[src/rtl/bfrm_pkg.sv]
`timescale 1ns / 1ps
// shared types and constants for the byte fifo with rewind mark
// no dependencies

package bfrm_pkg;

   localparam int unsigned DEPTH_DEF  = 256;
   localparam int unsigned CAP_RESET  = 256;
   localparam int unsigned CAP_W      = 9;
   localparam int unsigned OP_W       = 3;
   localparam int unsigned BYTE_W     = 8;
   localparam int unsigned FILL_W     = 9;
   localparam logic [BYTE_W-1:0] EMPTY_BYTE = 8'hFF;
   localparam logic [BYTE_W-1:0] IDLE_BYTE  = 8'h00;

   typedef enum logic [OP_W-1:0] {
      OP_PUSH   = 3'd0,
      OP_POP    = 3'd1,
      OP_MARK   = 3'd2,
      OP_UNMARK = 3'd3,
      OP_REWIND = 3'd4,
      OP_CLEAR  = 3'd5
   } op_type;

   typedef struct packed {
      logic [OP_W-1:0]   operation;
      logic [BYTE_W-1:0] data_in;
   } req_type;

   typedef struct packed {
      logic              done_res;
      logic [BYTE_W-1:0] data_out;
      logic [FILL_W-1:0] fill_count;
      logic              is_empty;
      logic              is_full;
   } rsp_type;

endpackage

[src/rtl/bfrm_rewind.sv]
`timescale 1ns / 1ps
// closed-form rewind: read pointer moves back by min(distance to mark, free space)
// depends on nothing but its DEPTH parameter

module bfrm_rewind #(
   parameter int unsigned DEPTH = 256
) (
   input  logic [$clog2(DEPTH)-1:0]   rd_ptr,
   input  logic [$clog2(DEPTH)-1:0]   mark_ptr,
   input  logic [$clog2(DEPTH+1)-1:0] held,
   input  logic [$clog2(DEPTH+1)-1:0] cap,
   output logic [$clog2(DEPTH)-1:0]   new_rd_ptr,
   output logic [$clog2(DEPTH+1)-1:0] new_held
);

   localparam int unsigned PTR_W = $clog2(DEPTH);
   localparam int unsigned CNT_W = $clog2(DEPTH+1);
   localparam int unsigned EXT_W = CNT_W + 1;

   logic [EXT_W-1:0] rd_e;
   logic [EXT_W-1:0] mk_e;
   logic [EXT_W-1:0] cap_e;
   logic [EXT_W-1:0] steps_e;
   logic [EXT_W-1:0] dist_e;
   logic [EXT_W-1:0] back_e;
   logic [CNT_W-1:0] span;
   logic [CNT_W-1:0] room;
   logic [CNT_W-1:0] steps;

   always_comb begin
      rd_e  = EXT_W'(rd_ptr);
      mk_e  = EXT_W'(mark_ptr);
      cap_e = EXT_W'(cap);
      // both pointers are below cap, so one wrap correction is enough
      dist_e = (rd_e >= mk_e) ? (rd_e - mk_e) : (rd_e + cap_e - mk_e);
      span   = CNT_W'(dist_e);
      room   = cap - held;
      steps  = (span < room) ? span : room;
      steps_e = EXT_W'(steps);
      back_e = (rd_e >= steps_e) ? (rd_e - steps_e) : (rd_e + cap_e - steps_e);
      new_rd_ptr = PTR_W'(back_e);
      new_held   = held + steps;
   end

endmodule

[src/rtl/byte_fifo_with_rewind_mark.sv]
`timescale 1ns / 1ps
// top level of the circular byte fifo with read pointer rewind
// depends on bfrm_pkg and bfrm_rewind

// One transaction is taken per clock whenever the result register is free or being
// drained; its result appears the cycle after acceptance, with popped data supplied
// by the registered read port of the byte store. req_stall rises only while a result
// waits under rsp_stall. A write on the csr port sets the capacity (0 reads as 1,
// values above DEPTH as DEPTH), empties the fifo and drops the mark. No clearing
// pass runs after reset: bytes are only read after they were pushed.

module byte_fifo_with_rewind_mark #(
   parameter int unsigned DEPTH = bfrm_pkg::DEPTH_DEF
) (
   input  logic                          clock,
   input  logic                          reset,
   input  logic                          req_valid,
   output logic                          req_stall,
   input  bfrm_pkg::req_type             req_data,
   output logic                          rsp_valid,
   input  logic                          rsp_stall,
   output bfrm_pkg::rsp_type             rsp_data,
   input  logic                          csr_wr_en,
   input  logic [bfrm_pkg::CAP_W-1:0]    csr_wr_data
);

   localparam int unsigned PTR_W    = $clog2(DEPTH);
   localparam int unsigned CNT_W    = $clog2(DEPTH+1);
   localparam int unsigned CAP_INIT =
      (bfrm_pkg::CAP_RESET > DEPTH) ? DEPTH : bfrm_pkg::CAP_RESET;

   logic [bfrm_pkg::BYTE_W-1:0] store_mem [DEPTH];

   logic [CNT_W-1:0] cap_ff, cap_in;
   logic [PTR_W-1:0] rd_ptr_ff, rd_ptr_in;
   logic [PTR_W-1:0] wr_ptr_ff, wr_ptr_in;
   logic [CNT_W-1:0] held_ff, held_in;
   logic [PTR_W-1:0] mark_ff, mark_in;
   logic             mark_act_ff, mark_act_in;
   logic             rsp_valid_ff, rsp_valid_in;
   bfrm_pkg::rsp_type rsp_ff, rsp_in;
   logic             from_mem_ff;
   logic [bfrm_pkg::BYTE_W-1:0] rd_byte_ff;

   logic             accept;
   logic             mem_wr;
   logic             mem_rd;
   logic             done;
   logic [bfrm_pkg::BYTE_W-1:0] dout;
   logic [CNT_W-1:0] cap_cfg;
   logic [CNT_W-1:0] wr_inc;
   logic [CNT_W-1:0] rd_inc;
   logic [PTR_W-1:0] wr_next;
   logic [PTR_W-1:0] rd_next;
   logic [PTR_W-1:0] rw_rd_ptr;
   logic [CNT_W-1:0] rw_held;

   bfrm_rewind #(
      .DEPTH (DEPTH)
   ) u_rewind (
      .rd_ptr     (rd_ptr_ff),
      .mark_ptr   (mark_ff),
      .held       (held_ff),
      .cap        (cap_ff),
      .new_rd_ptr (rw_rd_ptr),
      .new_held   (rw_held)
   );

   assign req_stall = rsp_valid_ff && rsp_stall;
   assign accept    = req_valid && !req_stall;

   always_comb begin
      if (csr_wr_data == '0) begin
         cap_cfg = CNT_W'(1);
      end else if (32'(csr_wr_data) > 32'(DEPTH)) begin
         cap_cfg = CNT_W'(DEPTH);
      end else begin
         cap_cfg = CNT_W'(csr_wr_data);
      end
   end

   // pointer increments wrap at the programmed capacity
   always_comb begin
      wr_inc  = CNT_W'(wr_ptr_ff) + CNT_W'(1);
      rd_inc  = CNT_W'(rd_ptr_ff) + CNT_W'(1);
      wr_next = (wr_inc == cap_ff) ? '0 : PTR_W'(wr_inc);
      rd_next = (rd_inc == cap_ff) ? '0 : PTR_W'(rd_inc);
   end

   always_comb begin
      cap_in      = cap_ff;
      rd_ptr_in   = rd_ptr_ff;
      wr_ptr_in   = wr_ptr_ff;
      held_in     = held_ff;
      mark_in     = mark_ff;
      mark_act_in = mark_act_ff;
      mem_wr      = 1'b0;
      mem_rd      = 1'b0;
      done        = 1'b1;
      dout        = bfrm_pkg::IDLE_BYTE;

      if (accept) begin
         unique case (bfrm_pkg::op_type'(req_data.operation))
            bfrm_pkg::OP_PUSH: begin
               if (held_ff != cap_ff) begin
                  wr_ptr_in = wr_next;
                  held_in   = held_ff + CNT_W'(1);
                  mem_wr    = 1'b1;
               end else begin
                  done = 1'b0;
               end
            end
            bfrm_pkg::OP_POP: begin
               if (held_ff != '0) begin
                  rd_ptr_in = rd_next;
                  held_in   = held_ff - CNT_W'(1);
                  mem_rd    = 1'b1;
               end else begin
                  done = 1'b0;
                  dout = bfrm_pkg::EMPTY_BYTE;
               end
            end
            bfrm_pkg::OP_MARK: begin
               mark_in     = rd_ptr_ff;
               mark_act_in = 1'b1;
            end
            bfrm_pkg::OP_UNMARK: begin
               mark_act_in = 1'b0;
            end
            bfrm_pkg::OP_REWIND: begin
               if (mark_act_ff) begin
                  rd_ptr_in = rw_rd_ptr;
                  held_in   = rw_held;
               end
            end
            bfrm_pkg::OP_CLEAR: begin
               rd_ptr_in   = '0;
               wr_ptr_in   = '0;
               held_in     = '0;
               mark_act_in = 1'b0;
            end
            default: begin
            end
         endcase
      end

      if (csr_wr_en) begin
         cap_in      = cap_cfg;
         rd_ptr_in   = '0;
         wr_ptr_in   = '0;
         held_in     = '0;
         mark_act_in = 1'b0;
      end

      rsp_valid_in        = accept || req_stall;
      rsp_in.done_res     = done;
      rsp_in.data_out     = dout;
      rsp_in.fill_count   = bfrm_pkg::FILL_W'(held_in);
      rsp_in.is_empty     = (held_in == '0);
      rsp_in.is_full      = (held_in == cap_ff);
   end

   always_ff @(posedge clock) begin
      if (reset) begin
         cap_ff       <= CNT_W'(CAP_INIT);
         rd_ptr_ff    <= '0;
         wr_ptr_ff    <= '0;
         held_ff      <= '0;
         mark_ff      <= '0;
         mark_act_ff  <= 1'b0;
         rsp_valid_ff <= 1'b0;
      end else begin
         cap_ff       <= cap_in;
         rd_ptr_ff    <= rd_ptr_in;
         wr_ptr_ff    <= wr_ptr_in;
         held_ff      <= held_in;
         mark_ff      <= mark_in;
         mark_act_ff  <= mark_act_in;
         rsp_valid_ff <= rsp_valid_in;
      end
   end

   // result payload only moves when a new transaction is taken
   always_ff @(posedge clock) begin
      if (accept) begin
         rsp_ff      <= rsp_in;
         from_mem_ff <= mem_rd;
      end
   end

   always_ff @(posedge clock) begin
      if (mem_wr) begin
         store_mem[wr_ptr_ff] <= req_data.data_in;
      end
      if (mem_rd) begin
         rd_byte_ff <= store_mem[rd_ptr_ff];
      end
   end

   always_comb begin
      rsp_data = rsp_ff;
      if (from_mem_ff) begin
         rsp_data.data_out = rd_byte_ff;
      end
   end

   assign rsp_valid = rsp_valid_ff;

endmodule

[config.mk]
export PLATFORM = sky130hd
export DESIGN_NAME = byte_fifo_with_rewind_mark
export DESIGN_NICKNAME = d
export VERILOG_FILES = /design/src/rtl/bfrm_pkg.sv /design/src/rtl/bfrm_rewind.sv /design/src/rtl/byte_fifo_with_rewind_mark.sv
export SDC_FILE = /design/constraint.sdc
export NUM_CORES = 2
export LEC_CHECK = 0
export BUFFER_PORTS_ARGS = -buffer_cell sky130_fd_sc_hd__clkbuf_2
export CAP_MARGIN = 20
export CORE_ASPECT_RATIO = 0.8
export CORE_MARGIN = 8
export CORE_UTILIZATION = 35
export CTS_CLUSTER_DIAMETER = 60
export DETAILED_ROUTE_END_ITERATION = 10
export PLACE_DENSITY = 0.55
export SLEW_MARGIN = 0
export SYNTH_ARGS = -nofsm -noshare
export SYNTH_HDL_FRONTEND = slang
export SYNTH_SLANG_ARGS = --single-unit
export TNS_END_PERCENT = 20
[constraint.sdc]
create_clock -name clock -period 11 [get_ports clock]
set_clock_uncertainty 0.1 [all_clocks]
set_input_delay 2.2 -clock clock [delete_from_list [all_inputs] [get_ports clock]]
set_output_delay 2.2 -clock clock [all_outputs]
set_load 0.02 [all_outputs]
* Word-level counts from Yosys, hierarchy flattened
Memories as Yosys holds them, arrays and structs flattened. A register that Yosys moved wholly into a read port is not among the register bits. Index checks and enable logic that the tools add are counted. W data, S select, Z words.
Word-level totals: memories 1, word-level logic and storage cells 88, input bits 25, bits in read-only memories 0, output and inout bits 22, bits in writable memories 2048, latch bits 0, register bits after elaboration 65
Cells by class: shifts and indexed selects 0, multiply operators 0, reductions and logical operators 17, $add $sub $neg 11, mux-type cells 30, magnitude comparators 4, bitwise operators 0, divide/modulo/power cells 0, equal/unequal tests 12
Memories:
- store_mem | depth 256, bits a word 8, read ports 1, clocked after Yosys merged registers in 1, write ports 1, RTL line byte_fifo_with_rewind_mark.sv:32 | logic [bfrm_pkg::BYTE_W-1:0] store_mem [DEPTH];
Operator list (count):
- $mux W9 | 9
- $mux W8 | 8
- $pmux W9 S4 | 1
- $eq A9 B9 Y1 | 3
- $pmux W8 S3 | 1
- $add A8 B1 Y9 const B | 2
- $logic_not A9 Y1 | 2
- $pmux W8 S2 | 1
- $sub A8 B8 Y8 | 2
- $add A8 B9 Y9 | 1
- $add A9 B1 Y9 const B | 1
- $add A9 B9 Y9 | 1
- $ge A8 B9 Y1 | 1
- $gt A9 B9 Y1 const B | 1
- $lt A9 B9 Y1 | 1
- $ne A9 B9 Y1 | 1
- $reduce_bool A9 Y1 | 1
- $sub A8 B8 Y9 | 1
- $sub A9 B1 Y9 const B | 1
- $sub A9 B8 Y9 | 1
- $sub A9 B9 Y9 | 1
- $ge A8 B8 Y1 | 1
- $mux W1 | 8
- $eq A3 B2 Y1 const B | 2
- 14 further kinds | 22

* Depth between registers and ports, before layout
depth after elaboration 11, mapped depth 47, depth with buffers taken out 43

* Hierarchy
From an unflattened synthesis, not the netlist that was laid out.
Second synthesis, totals: cell total of the unflattened synthesis 4613, area total of the unflattened synthesis 86729.4 um2
By module, submodules not included:
- byte_fifo_with_rewind_mark | cells each 4210, instances 1, sequential area each 63040.5 um2, area an instance 83774.1 um2
- bfrm_rewind | cells each 403, instances 1, sequential area each 0.0 um2, area an instance 2955.3 um2

* Worst setup path after synthesis
Ideal clock, no wire load.
path kind reg2reg, start point reg rd_ptr_ff[0], end point reg rd_ptr_ff[7], stages on the path, launching flop included 44, arrival time 8747 ps, clock period less this slack 8910 ps, slack 2090 ps, library setup time 62 ps, buffers on the path 6, cells stage by stage dfxtp_1 -> clkbuf_1 -> buf_2 -> buf_2 -> clkbuf_1 -> inv_1 -> ha_1 -> and3_2 -> o41a_1 -> nor2_1 -> clkbuf_1 -> o211ai_1 -> o21ai_0 -> ha_1 -> a21oi_1 -> o21ai_0 -> a221oi_1 -> and2b_2 -> [8 not listed] -> a21oi_1 -> nor2b_1 -> a2111oi_0 -> inv_1 -> a31oi_1 -> nor2_2 -> mux2_2 -> ha_1 -> nor2b_1 -> o21ai_0 -> a21oi_1 -> o21ai_0 -> a21boi_0 -> o21ai_0 -> a211o_1 -> nand2_1 -> or4_1 -> nand3_1
Between the ends: cells in the longest elaborated chain, start to end 9, elaborated cells between the ends (all ways) 17, classes of those cells add/sub (6); order compare (3); eq/ne (1); mux (7)
RTL lines:
- start: declaration | RTL line byte_fifo_with_rewind_mark.sv:35 | logic [PTR_W-1:0] rd_ptr_ff, rd_ptr_in;
- start signal: assignment | RTL line byte_fifo_with_rewind_mark.sv:174 | rd_ptr_ff <= rd_ptr_in;
- $add A8 B9 Y9 | RTL line bfrm_rewind.sv:35 | dist_e = (rd_e >= mk_e) ? (rd_e - mk_e) : (rd_e + cap_e - mk_e);
- $sub A9 B8 Y9 | RTL line bfrm_rewind.sv:35
- $mux W9 | RTL line bfrm_rewind.sv:35
- $lt A9 B9 Y1 | RTL line bfrm_rewind.sv:38 | steps = (span < room) ? span : room;
- $mux W9 | RTL line bfrm_rewind.sv:38
- $sub A8 B8 Y8 or $ge A8 B9 Y1 (tied branches) | RTL line bfrm_rewind.sv:40 | back_e = (rd_e >= steps_e) ? (rd_e - steps_e) : (rd_e + cap_e - steps_e);
- $mux W8 | RTL line bfrm_rewind.sv:40
- $mux W8 | RTL line byte_fifo_with_rewind_mark.sv:131 | if (mark_act_ff) begin
- $pmux W8 S3 * | RTL line byte_fifo_with_rewind_mark.sv:103 | unique case (bfrm_pkg::op_type'(req_data.operation))
Every way passes the cells marked *; elsewhere a longest branch is shown, timed or not. The select of a mux whose other input is x is not followed. A chain may end at the register's enable or synchronous reset.

* Worst setup path after layout
Same ends and word-level chain as after synthesis.

==> results.py <==
metrics = {
    "floorplan": {
        "rows": 162,
        "fp.dieH_um": 458,
        "fp.dieW_um": 569,
        "die_area_um2": 261000,
        "start_util_pct": 35.1,
        "io_pins": 47,
        "core_um2": 243000,
    },
    "power": {
        "switching_share_pct": 20.9,
        "seqPwrFrac_pct": 54.2,
        "internal-power_mw": 12.9,
        "cellLeakagePower_nw": 28.5,
        "share_comb_of_total_power_pct": 3.6,
        "power_frac_clock_pct": 42.2,
        "switchingPower_mw": 3.42,
        "p_per_area_nw_per_um2": 170,
        "peakVddDrop_mv": 0.134,
    },
    "timing": {
        "tns_ns": 0,
        "tightest_slew_ns": 1.13,
        "setup_viol": 0,
        "fmax_mhz": 99.9,
        "rsz0062_at_grt": "false",
        "report.final.hold_viol_count": 0,
        "maxSlewViolCount": 0,
        "slew-limit-headroom_pct": 24.7,
        "min_period_ns": 10.01,
        "fin_crit_sh_pct": 91.0,
        "whs_ns": 0.399,
    },
    "flow_run": {
        "cap_violations": 0,
    },
    "clock_network": {
        "cts_resized": 0,
        "path_clk_slew_ns": 0.07,
        "cts_tree": "built",
        "cts_setup_buffers": 0,
        "cts-root-buf": "clkbuf_16",
        "cts-buffers-inserted": 205,
        "h-tree-depth": 4,
        "clock-sinks": 2114,
        "hold_buffers": 0,
        "clk_latency_ns": 0.83,
        "clk_path_buf_depth": 4,
    },
    "final_layout": {
        "drive_above_1_share_pct": 25.8,
        "final_common_cell": "edfxtp_1",
        "n_fill_cell": 21600,
        "syn2layout_area_growth_pct": 12.4,
        "nNetsFinal": 4301,
        "most-common-layout-cells": "edfxtp_1, mux4_2, nor2_1",
    },
    "critical_path": {
        "setup.worst_path.start_class": "register",
        "critPathSlowestCell": "dfxtp_4",
        "cp_max_fo": 34,
        "timing.rr.start": "rd_ptr_ff[0]",
        "worst-r2r-setup-slack_ns": 0.99,
        "cp.required_ns": 11.62,
        "critical-path-max-stage-delay_ns": 0.83,
        "endpoint": "rd_ptr_ff[7]",
        "setup.worst_path.class": "reg2reg",
        "startpoint": "rd_ptr_ff[0]",
        "cp_common_cell": "ha_1",
        "end_kind": "register",
        "r2r_cells": 42,
        "cp.arrival_ns": 10.63,
        "timing.rr.end": "rd_ptr_ff[7]",
    },
    "yosys": {
        "yosysWarningCount": 0,
        "synth-seq-cells": 2114,
        "synth_enable_flop_cells": 2070,
        "async_reset_ff_share_pct": 0,
        "avgSynthCellArea_um2": 20.8,
        "netlist_area_um2": 85600,
        "syn_inst": 4108,
        "synth_nets": 4210,
        "ys_types": 85,
        "synth_seq_area_share_pct": 73.7,
        "synth-main-ff-cell": "edfxtp_1",
    },
    "detailed_routing": {
        "drc": 0,
        "wl_um": 223000,
        "postRouteAntennaNets": 0,
        "vias": 41900,
        "avgViaCountPerCell": 5.48,
        "firstDrtPassIters": 8,
        "wl_per_cell_um": 29.2,
        "drtIter0Drc": 4837,
    },
    "global_route": {
        "grt_pass1_wl_um": 318000,
        "first_global_vias": 41500,
        "grt_overflow": 0,
        "grtUsageTotal_pct": 16.7,
        "grt_max_degree": 120,
        "antenna_found_initial": 20,
    },
    "placed_design": {
        "dpl.hpwl_um": 134000,
        "io_buffers": 46,
        "place_congestion": 0.845,
    },
    "worst_hold_path": {
        "hold_class": "reg2reg",
    },
    "run_status": {
        "status": "finished, final reports clean",
    },
}
==> how the worst min path moves through the flow <==
stage          startpoint  cells past startpoint  slack [ns]          to
3_3_place_gp   mark_ff[4]                      2        0.38  mark_ff[4]
5_1_grt        mark_ff[6]                      2        0.43  mark_ff[6]
6_report       mark_ff[1]                      2        0.40  mark_ff[1]
3_5_place_dp   mark_ff[1]                      2        0.39  mark_ff[1]
4_1_cts        mark_ff[1]                      2        0.40  mark_ff[1]
2_1_floorplan  mark_ff[1]                      2        0.36  mark_ff[1]
==> cells by family after synthesis <==
| family | Yosys count | share of synthesized area [%] |
|---|---|---|
| flops | 2114 | 73.7 |
| mux | 702 | 18.0 |
| simple gates | 617 | 3.23 |
| buf+inv | 301 | 1.44 |
| compound gates | 240 | 1.91 |
| fa+ha+maj | 77 | 1.18 |
| xor+xnor | 57 | 0.600 |
==> power by group through the flow <==
stage / clock network [mW] / registers (mW) / logic, mW
floorplan: 0 / 9.02 / 0.317
global placement: 0 / 9.02 / 0.586
detailed placement: 0 / 9.02 / 0.594
CTS: 7.02 / 8.85 / 0.595
global route: 7.32 / 8.84 / 0.634
finish: 6.90 / 8.85 / 0.591
==> metrics by stage <==
stage / total power [mW] / cells / utilization (%) / setup slack, ns / cell area (µm²)
final: 16.3 / 7641 / 39.5 / 0.989 / 96100
after global routing: 16.8 / 7641 / 39.5 / 0.127 / 96100
after CTS: 16.5 / 7636 / 39.5 / 1.05 / 96100
after detailed placement: 9.62 / 7269 / 36.8 / 1.14 / 89700
after global placement: 9.61 / 7265 / 36.8 / 1.03 / 89600
after floorplan: 9.33 / 4108 / - / 2.09 / 85600
==> area by class of cell <==
class | instances | area (µm²) | share of cell area, %
sequential | 2114 | 63100 | 65.6
multi-input combinational | 1693 | 21300 | 22.2
clock buffer | 251 | 5410 | 5.63
tap | 3280 | 4100 | 4.27
clock inverter | 116 | 1000 | 1.04
timing repair buffer | 123 | 986 | 1.03
inverter | 62 | 233 | 0.242
antenna | 2 | 5.00 | 0.00521
==> cell usage after synthesis, types with 34 or more instances <==
| cell type | n | area share, % |
|---|---|---|
| a21oi_1 | 55 | 0.32 |
| buf_2 | 46 | 0.27 |
| xnor2_1 | 34 | 0.35 |
| edfxtp_1 | 2070 | 73 |
| nand3_1 | 35 | 0.20 |
| nand2_1 | 101 | 0.44 |
| ha_1 | 71 | 1.0 |
| dfxtp_1 | 44 | 1.0 |
| buf_1 | 49 | 0.21 |
| nor2_1 | 342 | 1.5 |
| mux4_2 | 665 | 18 |
| o21ai_0 | 49 | 0.29 |
| inv_1 | 61 | 0.27 |
| clkbuf_1 | 132 | 0.58 |
==> per-layer routing <==
layer / wire length, µm / part of all wire [%] / vias up / GRT usage (%)
li1: - / - / 17300 / -
met1: 102000 / 46 / 22700 / 25.7
met2: 99200 / 45 / 1623 / 24.7
met3: 17000 / 7.7 / 280 / 3.25
met4: 4560 / 2.0 / 4 / 3.42
met5: 23 / 0.010 / - / 0
==> worst max-delay path: cells and delay by family (launching register included) <==
kind / cells / cell delay (ns)
buffers and inverters: 1 / 0.09
muxes: 1 / 0.32
adders and majority gates: 6 / 1.73
DFF: 1 / 0.83
xor gates and xnor gates: 1 / 0.26
and+or+nand+nor: 16 / 2.74
AOI/OAI and AO/OA: 17 / 3.85
==> flip-flops by register name (all words and copies together) (netlist names) <==
| name | cells |
|---|---|
| store_mem | 2048 |
| rsp_ff | 1 |
| rsp_valid | 1 |
| cap_ff | 9 |
| rsp_data | 12 |
| held_ff | 9 |
| wr_ptr_ff | 8 |
| from_mem_ff | 1 |
| mark_ff | 8 |
| mark_act_ff | 1 |
| rd_ptr_ff | 8 |
| rd_byte_ff | 8 |
Note: power is estimated with default switching activity, not from simulation.
